File: src/rtl/core/lrat_pkg.sv
`default_nettype none
package lrat_pkg;

	localparam int DW = 32;
	localparam int FW = 11;
	localparam logic signed [DW-1:0] S32_MAX = 32'sh7fff_ffff;
	localparam logic signed [DW-1:0] S32_MIN = 32'sh8000_0000;
	localparam logic signed [DW-1:0] EMPTY_RESET = 32'sd1000000000;

	typedef enum logic {
		ACT_ADD   = 1'b0,
		ACT_QUERY = 1'b1
	} action_t;

	// one tree node as stored in the node RAM
	typedef struct packed {
		logic                 flag;
		logic signed [DW-1:0] pend;
		logic signed [DW-1:0] nmin;
	} node_t;

	typedef struct packed {
		logic signed [DW-1:0] add_amount;
		logic [FW-1:0]        range_end;
		logic [FW-1:0]        range_start;
		action_t              action;
	} item_t;

	typedef enum logic [2:0] {
		W_CLR,
		W_IDLE,
		W_DISP,
		W_SRD,
		W_SCHK,
		W_MRD,
		W_MWR,
		W_FIN
	} wstate_t;

	// what a stack frame does next when control returns to it
	typedef enum logic [2:0] {
		P_ENTER,
		P_TEST,
		P_RIGHT,
		P_FIX,
		P_FIX2,
		P_FIX3,
		P_COVSET,
		P_POP
	} phase_t;

	function automatic logic signed [DW-1:0] sat_add(logic signed [DW-1:0] a,
		logic signed [DW-1:0] b);
		logic signed [DW:0] s;
		s = {a[DW-1], a} + {b[DW-1], b};
		if (s[DW] != s[DW-1]) begin
			return s[DW] ? S32_MIN : S32_MAX;
		end
		return s[DW-1:0];
	endfunction

	function automatic logic signed [DW-1:0] min_s(logic signed [DW-1:0] a,
		logic signed [DW-1:0] b);
		return (a < b) ? a : b;
	endfunction

endpackage
`default_nettype wire

File: src/rtl/core/lrat_walker.sv
`default_nettype none
module lrat_walker #(
	parameter int LEAVES = 1024,
	parameter int AW     = 11
) (
	input  wire logic                   clk,
	input  wire logic                   arst_n,
	input  wire logic                   start,
	input  wire lrat_pkg::item_t        item,
	input  wire logic signed [31:0]     empty_val,
	output logic                        ready,
	output logic                        res_valid,
	input  wire logic                   res_ready,
	output logic signed [31:0]          res_min,
	output logic                        mem_we,
	output logic [AW-1:0]               mem_addr,
	output lrat_pkg::node_t             mem_wdata,
	input  wire lrat_pkg::node_t        mem_rdata
);
	import lrat_pkg::*;

	localparam int LVL = AW;
	localparam int SW  = (LVL > 1) ? $clog2(LVL) : 1;
	localparam logic [AW-1:0] NLEAF = AW'(LEAVES);

	wstate_t state_q, state_d;
	logic [SW-1:0] sp_q;
	logic [AW-1:0] nd_q [LVL];
	logic [AW-1:0] tl_q [LVL];
	logic [AW-1:0] tr_q [LVL];
	logic [AW-1:0] lo_q [LVL];
	logic [AW-1:0] hi_q [LVL];
	phase_t        ph_q [LVL];

	logic [AW-1:0] clr_q, x_q, mx_q;
	logic          two_q, qry_q;
	logic signed [31:0] amt_q, mv_q, smin_q, lmin_q, acc_q;

	logic [AW-1:0] cn, ctl, ctr, clo, chi, mid, s_sat, e_sat;
	logic          covered;
	logic signed [31:0] smin_new;

	assign cn  = nd_q[sp_q];
	assign ctl = tl_q[sp_q];
	assign ctr = tr_q[sp_q];
	assign clo = lo_q[sp_q];
	assign chi = hi_q[sp_q];
	assign mid = ctl + ((ctr - ctl) >> 1);
	assign covered = (clo == ctl) && (chi == ctr);
	assign smin_new = mem_rdata.flag ? sat_add(mem_rdata.nmin, mem_rdata.pend)
		: mem_rdata.nmin;

	assign s_sat = (32'(item.range_start) > 32'(LEAVES)) ? NLEAF : AW'(item.range_start);
	assign e_sat = (32'(item.range_end) > 32'(LEAVES)) ? NLEAF : AW'(item.range_end);

	assign ready     = (state_q == W_IDLE);
	assign res_valid = (state_q == W_FIN) && qry_q;
	assign res_min   = acc_q;

	always_ff @(posedge clk or negedge arst_n) begin
		if (!arst_n) begin
			state_q <= W_CLR;
		end else begin
			state_q <= state_d;
		end
	end

	always_comb begin
		state_d   = state_q;
		mem_we    = 1'b0;
		mem_addr  = x_q;
		mem_wdata = '0;
		case (state_q)
			W_CLR: begin
				mem_we   = 1'b1;
				mem_addr = clr_q;
				if (&clr_q) begin
					state_d = W_IDLE;
				end
			end
			W_IDLE: begin
				if (start) begin
					if (s_sat < e_sat) begin
						state_d = W_DISP;
					end else if (item.action == ACT_QUERY) begin
						state_d = W_FIN;
					end
				end
			end
			W_DISP: begin
				case (ph_q[sp_q])
					P_ENTER, P_FIX, P_FIX2, P_COVSET: state_d = W_SRD;
					P_TEST: begin
						if (covered && !qry_q) begin
							state_d = W_MRD;
						end else if (covered && sp_q == '0) begin
							state_d = W_FIN;
						end
					end
					P_FIX3: begin
						mem_we    = 1'b1;
						mem_addr  = cn;
						mem_wdata = '{flag: 1'b0, pend: '0, nmin: min_s(lmin_q, smin_q)};
						if (sp_q == '0) begin
							state_d = W_FIN;
						end
					end
					P_POP: begin
						if (sp_q == '0) begin
							state_d = W_FIN;
						end
					end
					default: ;
				endcase
			end
			W_SRD: state_d = W_SCHK;
			W_SCHK: begin
				state_d = W_DISP;
				if (mem_rdata.flag) begin
					mem_we    = 1'b1;
					mem_wdata = '{flag: 1'b0, pend: '0, nmin: smin_new};
					if (x_q < NLEAF) begin
						state_d = W_MRD;
					end
				end
			end
			W_MRD: begin
				mem_addr = mx_q;
				state_d  = W_MWR;
			end
			W_MWR: begin
				mem_addr  = mx_q;
				mem_we    = 1'b1;
				mem_wdata = '{flag: 1'b1, pend: sat_add(mem_rdata.pend, mv_q),
					nmin: mem_rdata.nmin};
				state_d   = two_q ? W_MRD : W_DISP;
			end
			W_FIN: begin
				if (!qry_q || res_ready) begin
					state_d = W_IDLE;
				end
			end
			default: state_d = W_IDLE;
		endcase
	end

	always_ff @(posedge clk or negedge arst_n) begin
		if (!arst_n) begin
			clr_q <= '0;
			sp_q  <= '0;
		end else begin
			if (state_q == W_CLR) begin
				clr_q <= clr_q + 1'b1;
			end
			if (state_q == W_IDLE) begin
				sp_q <= '0;
			end else if (state_q == W_DISP) begin
				case (ph_q[sp_q])
					P_TEST: begin
						if (covered && qry_q && sp_q != '0) begin
							sp_q <= sp_q - 1'b1;
						end else if (!covered && clo < mid) begin
							sp_q <= sp_q + 1'b1;
						end
					end
					P_RIGHT: begin
						if (chi > mid) begin
							sp_q <= sp_q + 1'b1;
						end
					end
					P_FIX3, P_POP: begin
						if (sp_q != '0) begin
							sp_q <= sp_q - 1'b1;
						end
					end
					default: ;
				endcase
			end
		end
	end

	// datapath and call stack
	always_ff @(posedge clk) begin
		case (state_q)
			W_IDLE: begin
				nd_q[0] <= AW'(1);
				tl_q[0] <= '0;
				tr_q[0] <= NLEAF;
				lo_q[0] <= s_sat;
				hi_q[0] <= e_sat;
				ph_q[0] <= P_ENTER;
				qry_q   <= (item.action == ACT_QUERY);
				amt_q   <= item.add_amount;
				acc_q   <= (s_sat < e_sat) ? S32_MAX : empty_val;
			end
			W_DISP: begin
				case (ph_q[sp_q])
					P_ENTER: begin
						x_q <= cn;
						ph_q[sp_q] <= P_TEST;
					end
					P_TEST: begin
						if (covered) begin
							if (qry_q) begin
								acc_q <= min_s(acc_q, smin_q);
							end else begin
								mx_q  <= cn;
								mv_q  <= amt_q;
								two_q <= 1'b0;
								ph_q[sp_q] <= P_COVSET;
							end
						end else begin
							ph_q[sp_q] <= P_RIGHT;
							if (clo < mid) begin
								nd_q[SW'(sp_q + 1'b1)] <= cn << 1;
								tl_q[SW'(sp_q + 1'b1)] <= ctl;
								tr_q[SW'(sp_q + 1'b1)] <= mid;
								lo_q[SW'(sp_q + 1'b1)] <= clo;
								hi_q[SW'(sp_q + 1'b1)] <= (chi < mid) ? chi : mid;
								ph_q[SW'(sp_q + 1'b1)] <= P_ENTER;
							end
						end
					end
					P_RIGHT: begin
						ph_q[sp_q] <= qry_q ? P_POP : P_FIX;
						if (chi > mid) begin
							nd_q[SW'(sp_q + 1'b1)] <= (cn << 1) | AW'(1);
							tl_q[SW'(sp_q + 1'b1)] <= mid;
							tr_q[SW'(sp_q + 1'b1)] <= ctr;
							lo_q[SW'(sp_q + 1'b1)] <= (clo > mid) ? clo : mid;
							hi_q[SW'(sp_q + 1'b1)] <= chi;
							ph_q[SW'(sp_q + 1'b1)] <= P_ENTER;
						end
					end
					P_FIX: begin
						x_q <= cn << 1;
						ph_q[sp_q] <= P_FIX2;
					end
					P_FIX2: begin
						lmin_q <= smin_q;
						x_q <= (cn << 1) | AW'(1);
						ph_q[sp_q] <= P_FIX3;
					end
					P_COVSET: begin
						x_q <= cn;
						ph_q[sp_q] <= P_POP;
					end
					default: ;
				endcase
			end
			W_SCHK: begin
				smin_q <= smin_new;
				mx_q   <= x_q << 1;
				mv_q   <= mem_rdata.pend;
				two_q  <= 1'b1;
			end
			W_MWR: begin
				if (two_q) begin
					two_q <= 1'b0;
					mx_q  <= mx_q | AW'(1);
				end
			end
			default: ;
		endcase
	end

endmodule
`default_nettype wire

File: config.mk
export PLATFORM = sky130hd
export DESIGN_NAME = lrat_walker
export DESIGN_NICKNAME = d
export VERILOG_FILES = /design/src/rtl/core/lrat_pkg.sv /design/src/rtl/core/lrat_walker.sv
export SDC_FILE = /design/constraint.sdc
export NUM_CORES = 1
export LEC_CHECK = 0
export BUFFER_PORTS_ARGS = -buffer_cell sky130_fd_sc_hd__buf_2
export CORE_MARGIN = 8
export CORE_UTILIZATION = 55
export CTS_CLUSTER_SIZE = 28
export DETAILED_ROUTE_END_ITERATION = 12
export HOLD_SLACK_MARGIN = 0.05
export PLACE_DENSITY = 0.79
export REMOVE_ABC_BUFFERS = 1
export SYNTH_ARGS = -nofsm -noshare
export SYNTH_HDL_FRONTEND = slang
export SYNTH_SLANG_ARGS = --single-unit
File: constraint.sdc
create_clock -name clk -period 12.1 [get_ports clk]
set_input_delay 0.605 -clock clk [delete_from_list [all_inputs] [get_ports clk]]
set_output_delay 0.605 -clock clk [all_outputs]
set_load 0.005 [all_outputs]
* Yosys cells after proc, flatten, opt, wreduce, memory -nomap -nowiden
Memories as Yosys holds them, arrays and structs flattened.
Index checks and enable logic that the tools add are counted.
W data, S select, Z words.
** Word-level totals
- Register bits :: 202
- Bits in writable memories :: 638
- Bits of input ports :: 156
- Output and inout bits :: 111
- Logic and storage cells :: 252
- Memories kept :: 6
** Operators by class
- Add/sub/neg operators :: 7
- Order comparisons :: 10
- Eq/ne operators :: 34
- Multiplexer cells :: 129
- Bitwise operators :: 13
- Reductions and logical operators :: 40
** Memories
- hi_q :: words 11, bits a word 11, rd ports 1, clocked after memory_dff 0, write ports 1, line lrat_walker.sv:32 : logic [AW-1:0] hi_q [LVL];
- lo_q :: words 11, bits a word 11, rd ports 1, clocked after memory_dff 0, write ports 1, line lrat_walker.sv:31 : logic [AW-1:0] lo_q [LVL];
- nd_q :: words 11, bits a word 11, rd ports 1, clocked after memory_dff 0, write ports 1, line lrat_walker.sv:28 : logic [AW-1:0] nd_q [LVL];
- tl_q :: words 11, bits a word 11, rd ports 1, clocked after memory_dff 0, write ports 1, line lrat_walker.sv:29 : logic [AW-1:0] tl_q [LVL];
- tr_q :: words 11, bits a word 11, rd ports 1, clocked after memory_dff 0, write ports 1, line lrat_walker.sv:30 : logic [AW-1:0] tr_q [LVL];
- ph_q :: words 11, bits a word 3, rd ports 1, clocked after memory_dff 0, write ports 2, line lrat_walker.sv:33 : phase_t ph_q [LVL];
** Operators by type and width (count)
- $mux W32 :: 18
- $mux W11 :: 18
- $pmux W65 S3 :: 1
- $pmux W32 S2 :: 2
- $pmux W11 S3 :: 3
- $add A32 B32 Y33 :: 2
- $lt A32 B32 Y1 :: 2
- $mux W3 :: 20
- $reduce_or A11 Y1 :: 5
- $mux W1 :: 50
- $mux W4 :: 12
- $lt A11 B11 Y1 :: 3
- $eq A3 B3 Y1 const B :: 8
- $pmux W3 S8 :: 1
- $eq A11 B11 Y1 :: 2
- $gt A11 B11 Y1 :: 2
- $gt A11 B11 Y1 const B :: 2
- $reduce_and A5 Y1 :: 4
- $ne A2 B2 Y1 const B :: 7
- $eq A3 B2 Y1 const B :: 4
- $or A1 B1 Y1 :: 12
- $pmux W4 S3 :: 1
- $add A11 B1 Y11 const B :: 1
- $add A11 B10 Y11 :: 1
- other kinds (30) :: 52

* Longest topological paths before layout
An unclocked memory read counts as a cell.
- Depth after elaboration :: 15
- Gate-level depth with buffers :: 36

* Worst setup path before layout
Ideal clock, no wire load.
- Path kind :: register -> register
- From :: reg sp_q[1]
- To :: mem hi_q[0][0] (enable)
- Setup time :: 0.544 ns
- Arrival :: 10.402 ns
- Data required time :: 11.556 ns
- Setup slack :: 1.154 ns
- Cell stages (with the launch flop) :: 33
- Clock period less this slack :: 10.946 ns
- Path through :: dfrtp_1 > buf_4 > buf_2 > clkbuf_1 > mux2i_1 > o22ai_1 > a211oi_1 > inv_1 > ha_1 > a21boi_0 > o21ai_0 > a21oi_1 > o21ai_0 > nand2b_1 > a211oi_1 > nor2_1 > ha_1 > or2_2 > a21o_1 > and3_1 > a221o_1 > xnor2_1 > inv_1 > ha_1 > nand3_1 > nand2_1 > o21ai_0 > o31ai_1 > a31oi_1 > or3_1 > o31a_2 > or2_2 > o21ai_0
** Between the ends
- Cells in the longest elaborated chain, start to end :: 12
- Elaborated cells on any way between the ends :: 28
- Classes of those cells :: add/sub (3); order compare (2); eq/ne (4); mux (11); bitwise (1); reduce/logical (2); memory (5)
** RTL lines
- start, declared :: line lrat_walker.sv:27 : logic [SW-1:0] sp_q;
- start signal, assigned :: line lrat_walker.sv:161 : sp_q <= sp_q - 1'b1;
- start signal, assigned :: line lrat_walker.sv:163 : sp_q <= sp_q + 1'b1;
- start signal, assigned :: line lrat_walker.sv:168 : sp_q <= sp_q + 1'b1;
- $mem_v2 Z11 W11 (on tied branches)
- $sub A11 B11 Y11 :: line lrat_walker.sv:48 : assign mid = ctl + ((ctr - ctl) >> 1);
- $add A11 B10 Y11 :: line lrat_walker.sv:48
- $lt A11 B11 Y1 :: line lrat_walker.sv:214 : if (clo < mid) begin
- $mux W1 :: line lrat_walker.sv:214
- $mux W1 :: line lrat_walker.sv:203 : if (covered) begin
- $mux W1 :: line lrat_walker.sv:197 : case (ph_q[sp_q])
- $mux W1 :: line lrat_walker.sv:184 : case (state_q)
- $mux W1 :: line lrat_walker.sv:219 : hi_q[SW'(sp_q + 1'b1)] <= (chi < mid) ? chi : mid;
- $or A1 B1 Y1 (no line)
- $reduce_or A11 Y1 (no line)
- $mux W4 (no line) / $mux W1 (equally long branches)
- end, declared :: line lrat_walker.sv:32
Several ways; a longest one is shown, not always the timed one.

* Worst setup path in the final report
- From :: reg sp_q[1]
- To :: mem lo_q[4][10] (enable)
** Between the ends
- Cells in the longest elaborated chain, start to end :: 12
- Elaborated cells on any way between the ends :: 28
- Classes of those cells :: add/sub (3); order compare (2); eq/ne (4); mux (11); bitwise (1); reduce/logical (2); memory (5)
** RTL lines
- $mem_v2 Z11 W11 (on tied branches)
- $sub A11 B11 Y11 :: line lrat_walker.sv:48
- $add A11 B10 Y11 :: line lrat_walker.sv:48
- $lt A11 B11 Y1 :: line lrat_walker.sv:214
- $mux W1 :: line lrat_walker.sv:214
- $mux W1 :: line lrat_walker.sv:203
- $mux W1 :: line lrat_walker.sv:197
- $mux W1 :: line lrat_walker.sv:184
- $mux W1 (not written as such) :: line lrat_walker.sv:218 : lo_q[SW'(sp_q + 1'b1)] <= clo;
- $or A1 B1 Y1 (no line)
- $reduce_or A11 Y1 (no line)
- $mux W4 (no line) / $mux W1 (equally long branches)
- end, declared :: line lrat_walker.sv:31
Several ways; a longest one is shown, not always the timed one.

==> results.py <==
metrics = {
    "floorplanning": {
        "die_w_um": 294,
        "std_cell_rows": 102,
        "io_pins": 267,
        "dieArea_um2": 86500,
        "die_h_um": 294,
        "start_util_pct": 55.2,
        "core_area_um2": 77100,
    },
    "global_route": {
        "antenna_found_initial": 10,
        "grt_max_degree": 79,
        "grt_util_all_layers_pct": 26.0,
        "grt_pass1_wl_um": 175000,
        "grt_pass1_vias": 29117,
        "overflow": 0,
    },
    "worst_hold_path": {
        "holdPathEnd": "amt_q[11]",
        "hold_class": "input pin to flop",
        "hold_start": "item[34]",
        "hold_path_depth": 1,
    },
    "routing": {
        "wire_per_inst_um": 24.7,
        "met2_length_um": 54400,
        "m1WireLength_um": 46200,
        "viasPerCell": 6.40,
        "wl_met3_um": 11500,
        "routed_wl_um": 117000,
        "drt_iter0_markers": 3701,
        "dr.max_layer_used": "met5",
        "drc": 0,
        "drt-pass1-iter-count": 5,
        "via_count": 30211,
        "postRouteAntennaNets": 0,
    },
    "final_layout": {
        "nets": 3942,
        "drive_gt1_share_pct": 16.5,
        "stdcell_count": 4718,
        "nFillCells": 5783,
        "fin_area_um2": 47900,
        "syn2layout_area_growth_pct": 12.6,
    },
    "power": {
        "power_leakage_nw": 17.3,
        "power_density_nw_per_um2": 257,
        "ir_drop_mv": 0.337,
    },
    "worst_setup_path": {
        "crit_path_end_kind": "flop",
        "worst-setup-path-type": "flop to flop",
        "critPathMaxFanout": 63,
        "cp-start-kind": "flop",
        "critical_path_required_ps": 12470,
        "cp_slowest_stage_delay_ps": 1030,
        "r2r_cells": 28,
        "cp.arrival_ps": 10540,
        "ff2ff_setup_slack_ps": 1930,
        "r2r-end": "lo_q[4][10]",
        "cp_common_cell": "ha_1",
        "slowest_stage": "dfrtp_4",
        "reg2reg_from": "sp_q[1]",
    },
    "logic_synthesis": {
        "ys_warn_count": 0,
        "synth_common_cells": "edfxtp_1, o21ai_0, mux2i_1",
        "seq_area_frac_synth_pct": 58.3,
        "synth_top_area_share_pct": 55.7,
        "synth_edf_count": 789,
        "synth-seq-cells": 840,
        "yosys-top-cells-area": "edfxtp_1, mux2i_1, ha_1, o21ai_0, mux4_2",
        "yosysTopAreaCell": "edfxtp_1",
        "synth_cell_types": 93,
        "synthFlopType": "edfxtp_1",
        "synth_most_common_cell": "edfxtp_1",
        "postSynth.asyncResetShare_pct": 2.14,
        "synth_area_um2": 42600,
        "netlist_instances": 3358,
        "synth.avg_cell_area_um2": 12.7,
    },
    "sta": {
        "slew_viol_final": 0,
        "finalHoldViolations": 0,
        "timing.final.crit_share_pct": 84.1,
        "layout_setup_ws_ps": 1930,
        "worstMarginPinSlew_ps": 1320,
        "max_slew_margin_pct": 12.0,
        "finalCriticalPeriod_ps": 10170,
        "finalSetupTns_ps": 0,
        "max_freq_mhz": 98.3,
        "setup_viol_count_final": 0,
        "whs_ps": 104,
        "fin_skew_ps": 70.3,
        "grt_setup_unrepaired": "no",
    },
    "clock_network": {
        "tritoncts": "yes",
        "h-tree-depth": 3,
        "cts-root-buf": "clkbuf_16",
        "clk_pin_slew_ps": 70,
        "clk_latency_ps": 690,
        "numCtsBuffers": 87,
        "cts.sinks": 840,
        "clk_path_buf_depth": 3,
    },
    "flow_run": {
        "cap_violations": 0,
    },
    "status": {
        "status": "complete, no violations",
    },
    "placed_design": {
        "io_buffer_count": 266,
        "dp_slack_ps": 2050,
        "dp_hpwl_um": 78800,
        "dpl_cell_area_um2": 45000,
        "placed_cells": 4550,
        "globalplace.congestion": 0.950,
    },
}
## layout make-up
type	instances	area [um^2]	area share, %
Sequential cell	840	24800	51.8
Inverter	129	484	1.01
Multi-Input combinational cell	2215	16500	34.5
Antenna cell	7	17.5	0.0366
Tap cell	1040	1300	2.72
Timing Repair Buffer	327	1830	3.82
Clock buffer	109	2300	4.80
Clock inverter	51	641	1.34
## stage by stage
stage,power (W),util [%]
after floorplan,0.00791,-
after global placement,0.00940,58.3
after detailed placement,0.00950,58.3
after CTS,0.0122,62.1
after global routing,0.0130,62.2
final,0.0123,62.2
## registers in the layout (all words and copies together) (netlist names), 3 cells and up
signal   flops
nd_q       121
x_q         11
tl_q       121
tr_q       121
mx_q        11
hi_q       121
res_min     32
clr_q       11
state_q      3
mv_q        32
lo_q       121
sp_q         4
ph_q        33
amt_q       32
lmin_q      32
smin_q      32
## placed cells by master (no fill, tap or decap), types with 18 or more instances in the layout
master	Yosys	layout
nor2b_1	23	22
a31oi_1	23	22
edfxtp_1	789	789
dfxtp_1	33	33
xor2_1	52	52
o22ai_1	110	110
ha_1	182	182
nor3_1	57	52
buf_2	41	266
buf_4	13	57
mux2i_1	236	236
nor2_1	139	128
nand3_1	75	75
clkbuf_16	0	87
clkinv_1	1	21
and3_1	34	34
nand2_1	194	193
nand2b_1	31	31
o21ai_0	264	261
a211oi_1	33	33
nand4_1	28	28
inv_1	126	126
mux2_2	54	54
a21o_1	76	76
mux4_2	48	48
o21a_1	18	18
a21oi_1	191	191
o211ai_1	37	37
clkbuf_1	98	18
xnor2_1	48	48
## kinds of logic (layout without fill, tap and decap cells)
logic type,after synthesis,in the layout,share of synthesized area [%]
AOI/OAI and AO/OA,905,905,13.4
xor gates and xnor gates,100,100,2.06
adders and majority gates,194,194,5.73
buffers and inverters,303,616,3.15
DFF,840,840,58.3
muxes,339,339,9.55
other,0,7,0
and+or+nand+nor,677,677,7.88
## power breakdown
part	switching, W	leakage (nW)	internal [W]
clock	0.00118	1.40	0.00156
combinational	0.00365	8.36	0.00203
sequential	0.000175	7.52	0.00374
total	0.00500	17.3	0.00733
## routing by layer
layer,track usage (%),vias to the layer above
met3,4.89,276
met1,35.7,14734
met5,0,-
li1,-,13506
met2,41.3,1693
met4,9.83,2
## critical path, delay by kind of cell (launching register included)
kind	cells	cell delay, ps
buffers and inverters	3	1420
AOI/OAI and AO/OA	11	2930
xor gates and xnor gates	1	370
and+or+nand+nor	9	2660
adders and majority gates	3	1080
muxes	1	310
DFF	1	1030
## worst max-delay path by stage
stage / startpoint / endpoint / slack [ps] / cells past startpoint
global route: sp_q[1] / hi_q[4][10] / 1480 / 28
detailed placement: sp_q[1] / lo_q[4][1] / 2050 / 28
floorplan: sp_q[1] / hi_q[0][0] / -6290 / 30
global placement: sp_q[1] / lo_q[4][8] / 2260 / 28
CTS: sp_q[1] / tr_q[4][5] / 2070 / 28
finish: sp_q[1] / lo_q[4][10] / 1930 / 28
## what timing repair did
action | CTS | global route
resized for setup | 0 | 0
hold buffers | 1 | 0
endpoints found under the hold margin | 18 | 0
buffers inserted | 0 | 0
(Power assumes the default switching activity.)
